**src/rtl/cfpr_pkg.sv**
```systemverilog
// ----------------------------------------------------------------------------
// cfpr_pkg: shared definitions for the framed packet receiver
// Sizes derived from the frame buffer, status codes, result item type and
// the reflected ccitt crc byte update.
// ----------------------------------------------------------------------------
package cfpr_pkg;

  localparam int BUFFER_BYTES = 64;
  localparam int HEADER_BYTES = 4;

  // byte counter reaches at most the whole frame size, length at most the payload room
  localparam int CNT_W = $clog2(BUFFER_BYTES + 1);
  localparam int LEN_W = $clog2(BUFFER_BYTES - HEADER_BYTES + 1);

  localparam logic [15:0] CRC_INIT = 16'hFFFF;
  localparam logic [15:0] CRC_POLY = 16'h8408;

  typedef enum logic [2:0] {
    ST_ACCEPTED   = 3'd0,
    ST_LEN_BAD    = 3'd1,
    ST_CRC_LO_BAD = 3'd2,
    ST_CRC_HI_BAD = 3'd3,
    ST_GOOD       = 3'd4
  } status_t;

  typedef struct packed {
    logic        more_expected;
    status_t     status;
    logic        payload_strobe;
    logic [7:0]  payload_data;
    logic [5:0]  payload_offset;
    logic [7:0]  msg_id;
    logic [7:0]  comp_id;
    logic [5:0]  payload_length;
  } result_t;

  // reflected update, one bit per step
  function automatic logic [15:0] crc_update(input logic [15:0] crc, input logic [7:0] data);
    logic [15:0] c;
    c = crc ^ {8'h00, data};
    for (int i = 0; i < 8; i++) begin
      if (c[0]) begin
        c = (c >> 1) ^ CRC_POLY;
      end else begin
        c = c >> 1;
      end
    end
    return c;
  endfunction

endpackage

```
**src/rtl/cfpr_parser.sv**
```systemverilog
// ----------------------------------------------------------------------------
// cfpr_parser: frame state and per-byte result
// Holds the byte position, length, ids and running crc; forms the result
// item for the current byte and advances the state when the byte is taken.
// ----------------------------------------------------------------------------
module cfpr_parser
  import cfpr_pkg::*;
(
  input  logic       clk,
  input  logic       rst,
  input  logic       take,
  input  logic [7:0] rx_data,
  output result_t    res
);

  logic [CNT_W-1:0] byte_count, byte_count_next;
  logic [LEN_W-1:0] frame_length, frame_length_next;
  logic [7:0]       held_msg_id, held_msg_id_next;
  logic [7:0]       held_comp_id, held_comp_id_next;
  logic [15:0]      running_crc, running_crc_next;

  logic [CNT_W-1:0] crc_lo_idx;
  logic [8:0]       frame_total;
  logic [15:0]      crc_step;
  logic             advance;

  assign crc_lo_idx  = CNT_W'(HEADER_BYTES - 1) + CNT_W'(frame_length);
  assign frame_total = {1'b0, rx_data} + 9'(HEADER_BYTES);

  always_comb begin
    res               = '0;
    res.status        = ST_ACCEPTED;
    advance           = 1'b1;
    frame_length_next = frame_length;
    held_msg_id_next  = held_msg_id;
    held_comp_id_next = held_comp_id;
    running_crc_next  = running_crc;
    crc_step          = crc_update((byte_count == '0) ? CRC_INIT : running_crc, rx_data);

    if (byte_count == '0) begin
      if (frame_total > 9'(BUFFER_BYTES)) begin
        res.status = ST_LEN_BAD;
        advance    = 1'b0;
      end else begin
        frame_length_next = LEN_W'(rx_data);
        running_crc_next  = crc_step;
      end
    end else if (byte_count == CNT_W'(1)) begin
      held_msg_id_next = rx_data;
      running_crc_next = crc_step;
    end else if (byte_count == CNT_W'(2)) begin
      held_comp_id_next = rx_data;
      running_crc_next  = crc_step;
    end else if (byte_count < crc_lo_idx) begin
      running_crc_next   = crc_step;
      res.payload_strobe = 1'b1;
      res.payload_data   = rx_data;
      res.payload_offset = 6'(byte_count - CNT_W'(3));
    end else if (byte_count == crc_lo_idx) begin
      if (rx_data != running_crc[7:0]) begin
        res.status = ST_CRC_LO_BAD;
        advance    = 1'b0;
      end
    end else begin
      if (rx_data == running_crc[15:8]) begin
        res.status         = ST_GOOD;
        res.msg_id         = held_msg_id;
        res.comp_id        = held_comp_id;
        res.payload_length = 6'(frame_length);
      end else begin
        res.status = ST_CRC_HI_BAD;
      end
      advance = 1'b0;
    end

    res.more_expected = advance;
    byte_count_next   = advance ? byte_count + CNT_W'(1) : '0;
  end

  always_ff @(posedge clk) begin
    if (rst) begin
      byte_count   <= '0;
      frame_length <= '0;
      held_msg_id  <= '0;
      held_comp_id <= '0;
      running_crc  <= CRC_INIT;
    end else if (take) begin
      byte_count   <= byte_count_next;
      frame_length <= frame_length_next;
      held_msg_id  <= held_msg_id_next;
      held_comp_id <= held_comp_id_next;
      running_crc  <= running_crc_next;
    end
  end

  // a payload byte never ends the frame
  a_strobe_continues: assert property (@(posedge clk) disable iff (rst)
    res.payload_strobe |-> (res.more_expected && res.status == ST_ACCEPTED))
    else $error("payload byte reported with ending status");

  // a taken byte that ends the frame returns the counter to the length byte
  a_end_clears: assert property (@(posedge clk) disable iff (rst)
    (take && !res.more_expected) |=> (byte_count == '0))
    else $error("byte counter not cleared after frame end");

endmodule

```
**src/rtl/crc_framed_packet_receiver.sv**
```systemverilog
// ----------------------------------------------------------------------------
// crc_framed_packet_receiver: length-prefixed frame receiver with crc-16
// Byte-by-byte parser of frames that follow a start character, checking a
// reflected ccitt crc and reporting one result item per byte.
// ----------------------------------------------------------------------------
// Usage:
//   in channel  : in_valid / in_ready carry rx_data, one received byte per item.
//   out channel : out_valid / out_ready carry one result item per input byte:
//                 more_expected, status, the payload strobe with data and
//                 offset, and msg_id / comp_id / payload_length with frame good.
//   The result of a byte taken at an edge is registered at that edge and shown
//   from it on, unless the output stalls and it is parked in the skid register.
//   Throughput is one byte per cycle while in_ready is high; the crc byte update
//   and the position checks sit between the frame state and the result register.
//   When the receiver stalls, a second result is parked in a skid register,
//   so one more byte is taken; in_ready drops only while that skid is full.
//   Reset clears the valid flags of both result registers, returns the parser
//   to waiting for a length byte and sets the running crc to 0xFFFF.
// ----------------------------------------------------------------------------
module crc_framed_packet_receiver
  import cfpr_pkg::*;
(
  input  logic       clk,
  input  logic       rst,
  input  logic       in_valid,
  output logic       in_ready,
  input  logic [7:0] rx_data,
  output logic       out_valid,
  input  logic       out_ready,
  output logic       more_expected,
  output logic [2:0] status,
  output logic       payload_strobe,
  output logic [7:0] payload_data,
  output logic [5:0] payload_offset,
  output logic [7:0] msg_id,
  output logic [7:0] comp_id,
  output logic [5:0] payload_length
);

  result_t res;
  result_t out_res;
  result_t skid_res;
  logic    skid_valid;
  logic    take;

  assign in_ready = !skid_valid;
  assign take     = in_valid && in_ready;

  cfpr_parser u_parser (
    .clk     (clk),
    .rst     (rst),
    .take    (take),
    .rx_data (rx_data),
    .res     (res)
  );

  always_ff @(posedge clk) begin
    if (rst) begin
      out_valid  <= 1'b0;
      skid_valid <= 1'b0;
    end else if (out_valid && out_ready) begin
      if (skid_valid) begin
        skid_valid <= 1'b0;
      end else if (!take) begin
        out_valid <= 1'b0;
      end
    end else if (!out_valid) begin
      out_valid <= take;
    end else if (take) begin
      skid_valid <= 1'b1;
    end
  end

  always_ff @(posedge clk) begin
    if (out_valid && out_ready) begin
      if (skid_valid) begin
        out_res <= skid_res;
      end else if (take) begin
        out_res <= res;
      end
    end else if (!out_valid) begin
      if (take) begin
        out_res <= res;
      end
    end else if (take) begin
      skid_res <= res;
    end
  end

  assign more_expected  = out_res.more_expected;
  assign status         = out_res.status;
  assign payload_strobe = out_res.payload_strobe;
  assign payload_data   = out_res.payload_data;
  assign payload_offset = out_res.payload_offset;
  assign msg_id         = out_res.msg_id;
  assign comp_id        = out_res.comp_id;
  assign payload_length = out_res.payload_length;

  // the skid only ever holds the item behind the shown one
  a_skid_behind_out: assert property (@(posedge clk) disable iff (rst)
    skid_valid |-> out_valid)
    else $error("skid holds an item with no item shown");

  // a byte taken while the output stalls must land in the skid
  a_stall_to_skid: assert property (@(posedge clk) disable iff (rst)
    (take && out_valid && !out_ready) |=> skid_valid)
    else $error("item taken under stall was dropped");

endmodule
```
**config.mk**
```make
export PLATFORM = sky130hd
export DESIGN_NAME = crc_framed_packet_receiver
export DESIGN_NICKNAME = d
export VERILOG_FILES = /design/src/rtl/cfpr_pkg.sv /design/src/rtl/cfpr_parser.sv /design/src/rtl/crc_framed_packet_receiver.sv
export SDC_FILE = /design/constraint.sdc
export NUM_CORES = 1
export LEC_CHECK = 0
export BUFFER_PORTS_ARGS = -buffer_cell sky130_fd_sc_hd__buf_2
export CAP_MARGIN = 15
export CORE_UTILIZATION = 47
export DETAILED_ROUTE_END_ITERATION = 16
export PLACE_DENSITY_LB_ADDON = 0.3
export SLEW_MARGIN = 0
export SYNTH_ARGS = -nofsm -noshare
export SYNTH_HDL_FRONTEND = slang
export SYNTH_SLANG_ARGS = --single-unit
```
**constraint.sdc**
```tcl
create_clock -name clk -period 5.1 [get_ports clk]
set_input_delay 1.02 -clock clk [delete_from_list [all_inputs] [get_ports clk]]
set_output_delay 1.02 -clock clk [all_outputs]
set_load 0.01 [all_outputs]
```
# Word-level counts from Yosys, hierarchy flattened
# Cells that the tools add are included.
word_totals:
  wordCells: 107
  output_inout_bits: 43
  reg_bits: 129
  in_bits: 12
classes:
  reduce_logical: 13
  mux: 43
  eq_ne: 9
  n_lt_le_gt_ge: 2
  bitwise: 13
  n_addsub: 4
op_table:
  columns: ["op", "count"]
  rows:
  - ["2-to-1 mux 16 bit", 14]
  - ["2-to-1 mux 41 bit", 4]
  - ["2-to-1 mux 40 bit", 2]
  - ["2-to-1 mux 22 bit", 3]
  - ["2-to-1 mux 37 bit", 1]
  - ["inverter 2 -> 3 bit", 8]
  - ["bitwise XOR 16 x 8 -> 16 bit", 1]
  - ["2-to-1 mux 15 bit", 1]
  - ["2-to-1 mux 1 bit", 12]
  - ["2-to-1 mux 3 bit", 4]
  - ["AND reduction 3 bit", 4]
  - ["adder 8 x 3 -> 9 bit (second input constant)", 1]
  - ["> comparator 9 x 7 -> 1 bit (second input constant)", 1]
  - ["equality test 8 bit", 1]
  - ["inequality test 8 bit", 1]
  - ["adder 2 x 6 -> 7 bit (first input constant)", 1]
  - ["adder 7 x 1 -> 7 bit (second input constant)", 1]
  - ["equality test 7 x 1 -> 1 bit (second input constant)", 1]
  - ["equality test 7 x 2 -> 1 bit (second input constant)", 1]
  - ["equality test 7 bit", 1]
  - ["logical NOT 7 bit", 1]
  - ["< comparator 7 bit", 1]
  - ["2-to-1 mux 7 bit", 1]
  - ["inequality test 2 bit (second input constant)", 3]
  - ["10 further kinds", 15]

# Logic depth before layout (Yosys ltp)
depth:
  word_depth: 23
  depth_mapped: 12
  mapped_depth_nobuf: 11

# Modules after synthesis
# Synthesis repeated with hierarchy kept, for this count alone.
hier_totals:
  hier_cells: 618
  hier_area_um2: 6718.9
modules_own_cells:
  columns: ["module", "cells_per_inst", "area_per_inst_um2", "seq_area_each_um2", "instances"]
  rows:
  - ["crc_framed_packet_receiver", 231, 3483.3, 2502.4, 1]
  - ["cfpr_parser", 387, 3235.6, 900.9, 1]

# Least setup slack after synthesis
# No wires, ideal clock.
synth_path:
  path_type: "in2reg"
  from: "input port out_ready"
  to: "register skid_res[0] in the netlist's numbering, enable pin"
  path_buffers: 0
  path_slack_ns: 0.747
  setup_ns: 0.439
  arrival_time_ns: 3.914
  cell_stages: 2
  required_time_ns: 4.661
  cell_sequence: "nand2b_1 nor2_1"
synth_between:
  elab_chain_len: 3
synth_lines:
  columns: ["element", "line", "rtl"]
  rows:
  - ["from (decl)", "crc_framed_packet_receiver.sv:29", "input logic out_ready,"]
  - ["logical AND 1 bit", "crc_framed_packet_receiver.sv:75", "if (out_valid && out_ready) begin"]
  - ["inverter 1 bit (no source line)", null, null]
  - ["AND reduction 3 bit (no source line)", null, null]
  - ["to (signal assigned)", "crc_framed_packet_receiver.sv:86", "skid_res <= res;"]
  - ["to (decl)", "crc_framed_packet_receiver.sv:42", "result_t skid_res;"]
# Every way passes these cells.
# A chain may end at the register's enable or synchronous reset.

# Worst setup path after layout
layout_path:
  from: "register u_parser.frame_length[0]"
  to: "register u_parser.running_crc[0]"
layout_between:
  elab_chain_len: 4
layout_lines:
  columns: ["element", "line", "rtl"]
  rows:
  - ["from (decl)", "cfpr_parser.sv:17", "logic [LEN_W-1:0] frame_length, frame_length_next;"]
  - ["from (signal assigned)", "cfpr_parser.sv:89", "frame_length <= frame_length_next;"]
  - ["adder 2 x 6 -> 7 bit", "cfpr_parser.sv:27", "assign crc_lo_idx = CNT_W'(HEADER_BYTES - 1) + CNT_W'(frame_length);"]
  - ["< comparator 7 bit", "cfpr_parser.sv:54", "end else if (byte_count < crc_lo_idx) begin"]
  - ["nonzero test 4 bit (no source line)", null, null]
  - ["AND reduction 3 bit (no source line)", null, null]
  - ["to (signal assigned)", "cfpr_parser.sv:92", "running_crc <= running_crc_next;"]
  - ["to (decl)", "cfpr_parser.sv:20", "logic [15:0] running_crc, running_crc_next;"]
# Every way passes these cells.

==> reports/metrics.yaml <==
coreArea_um2: 12800
yosysSeqAreaShare_pct: 54.7
antennaDiodeCount: 0
power_density_nw_per_um2: 386
worstRegToRegCells: 11
status: "completed"
crit_arrival_ns: 3.42
rows: 41
wl_um: 14300
vias: 4515
initial_core_util_pct: 48.7
dieArea_um2: 13700
leakagePower_nw: 2.92
finalSetupViolCount: 0
grt_max_degree: 47
tightest_slew_ns: 0.888
yosys_warnings: 0
numCtsBuffers: 17
clk_pin_slew_ns: 0.05
cts_root_buffer: "clkbuf_16"
fin_nets: 649
ir_worst_vdd_v: 0.000263
die_w_um: 117
worst_clock_skew_ns: 0.00818
fmax_ghz: 0.318
start_kind: "flip-flop"
drc_errors: 0
clock_latency_ns: 0.42
die_h_um: 117
synth_cells: 589
grt_setup_unrepaired: "false"
clock_sinks: 129
antenna_left: 0
fin_crit_ns: 3.14
synth_area_um2: 6220
drt_first_pass_iters: 5
grt-ovfl-total: 0
post-route-period-util_pct: 61.7
synth_edf_count: 82
cp_max_fo: 29
grtUsageTotal_pct: 23.1
finalSetupTns_ns: 0
end_kind: "flip-flop"
synthesis.nets: 613
worstHoldPathCells: 2
drive_gt1_share_pct: 16.0
maxCapViolCount: 0
dp_hpwl_um: 9330
h-tree-depth: 4
cp.required_ns: 5.38
via_per_inst: 5.57
grt_pass1_wl_um: 23300
post_cts_buffers: 0
postCtsHoldBufs: 0
utilization_pct: 56.1
syn_avg_cell_area_um2: 10.6
worstSetupPathType: "reg2reg"
finalHoldViolCount: 0
cts_resized: 0
ys_async_sr_fraction_pct: 0
pre_cts_ws_ns: 1.93
antenna_found_initial: 0
area_growth_pct: 15.2
drt_iter0_markers: 480
ys_ff_latch: 129
maxSlewHeadroom_pct: 40.7
place_congestion: 0.887
port_buffers: 54
drv_slew: 0
fin_cells: 810
wl_per_cell_um: 17.7
ios: 55
yosys.cell_types.count: 49
setup_ws_ns: 1.96
place_inst: 778
grt_pass1_vias: 4374
cts_tree: "done"
synth_ff_type: "edfxtp_1"
fillers: 1099
cts_buffer_depth: 2
hp-class: "reg2reg"
==> cells in the mapped netlist, types with 13 or more instances <==
cell type	number	area [um2]
a21oi_1	33	165
and2_1	25	156
and3_1	16	100
buf_2	13	65.1
clkbuf_1	27	101
dfxtp_1	47	941
edfxtp_1	82	2460
mux2i_1	25	250
nand2_1	29	109
nor2_1	100	375
o22ai_1	39	244
xnor2_1	30	263
xor2_1	26	228
==> report_power, final <==
group / leakage (nW) / internal (mW) / switching (mW)
Sequential: 1.22 / 1.19 / 0.0502
Combinational: 1.41 / 0.123 / 0.186
Clock: 0.287 / 0.791 / 0.423
Total: 2.92 / 2.11 / 0.659
==> through the flow <==
step           cell area [um2]  hold WS, ns  total power, mW
2_1_floorplan             6220        0.479             1.47
3_3_place_gp              6580        0.504             1.56
3_5_place_dp              6580        0.515             1.57
4_1_cts                   7170        0.530             2.78
5_1_grt                   7170        0.552             2.87
6_report                  7170        0.520             2.77
==> layout make-up <==
type	instances	area [um2]	share of cell area [%]
Inverter	7	26.3	0.367
Timing Repair Buffer	62	330	4.61
Sequential cell	129	3400	47.5
Multi-Input combinational cell	408	2600	36.3
Tap cell	172	215	3.00
Clock inverter	4	73.8	1.03
Clock buffer	28	519	7.24
==> cells by family (layout without fill, tap and decap cells) <==
kind of cell	count (synthesis)	count (layout)	synth area share (%)
buf+inv	52	101	3.72
mux	25	25	4.02
simple gates	206	206	15.9
compound gates	109	109	11.4
xor+xnor	56	56	7.88
flops	129	129	54.7
fa+ha+maj	12	12	2.41
==> final timing paths <==
kind	from	endpoint	slack (ns)
setup / recovery	u_parser.frame_length[0]	u_parser.running_crc[0]	1.96
hold / removal	u_parser.held_msg_id[1]	u_parser.held_msg_id[1]	0.52
setup reg to reg	u_parser.frame_length[0]	u_parser.running_crc[0]	1.96
hold reg to reg	u_parser.held_msg_id[1]	u_parser.held_msg_id[1]	0.52
==> worst max-delay path, cell delays in order (launching register included) <==
cell and delay [ns]:
dfxtp_1 0.42, inv_1 0.11, ha_1 0.24, nor2_1 0.18, nand3_1 0.10, ha_1 0.34, nand4_1 0.13, a21oi_1 0.08
o41a_4 0.52, or3b_4 0.56, a21oi_1 0.21, o21ai_1 0.11
==> routing by layer <==
metal | wire length (um) | GRT usage (%) | part of all wire, % | vias up
li1 | - | - | - | 2179
met1 | 6530 | 29.7 | 46 | 2202
met2 | 7000 | 37.6 | 49 | 111
met3 | 601 | 6.54 | 4.2 | 23
met4 | 199 | 7.93 | 1.4 | 0
met5 | 0 | 0 | 0 | -
==> registers in the layout (all words and copies together), names as in the netlist, 6 cells and up <==
| signal | cells |
|---|---|
| skid_res | 41 |
| u_parser.running_crc | 16 |
| comp_id | 8 |
| msg_id | 8 |
| payload_data | 8 |
| u_parser.held_comp_id | 8 |
| u_parser.held_msg_id | 8 |
| u_parser.byte_count | 7 |
| payload_length | 6 |
| payload_offset | 6 |
| u_parser.frame_length | 6 |
==> layout by cell type (no fill, tap or decap), types with 2 or more instances in the layout <==
master     instances
nand4_1            2
nor2b_1            2
clkbuf_16         19
or2_2              2
clkbuf_1           8
and3_1            16
buf_2             54
xor2_1            26
o22ai_1           39
bufinv_16          2
mux2i_1           25
nor4_1             5
o21ai_0            7
o211ai_2           5
nand3_1           12
o21ai_1            5
edfxtp_1          82
o311ai_0           3
a31oi_1            3
xnor2_1           30
nand2b_1           2
a21oi_1           33
nand2_1           29
nor2_1            99
o211ai_1           3
inv_1              7
nand3b_1           3
and2_1            25
a211oi_1           2
buf_4              8
ha_1              12
dfxtp_1           47
Note: power is estimated with default switching activity, not from simulation.
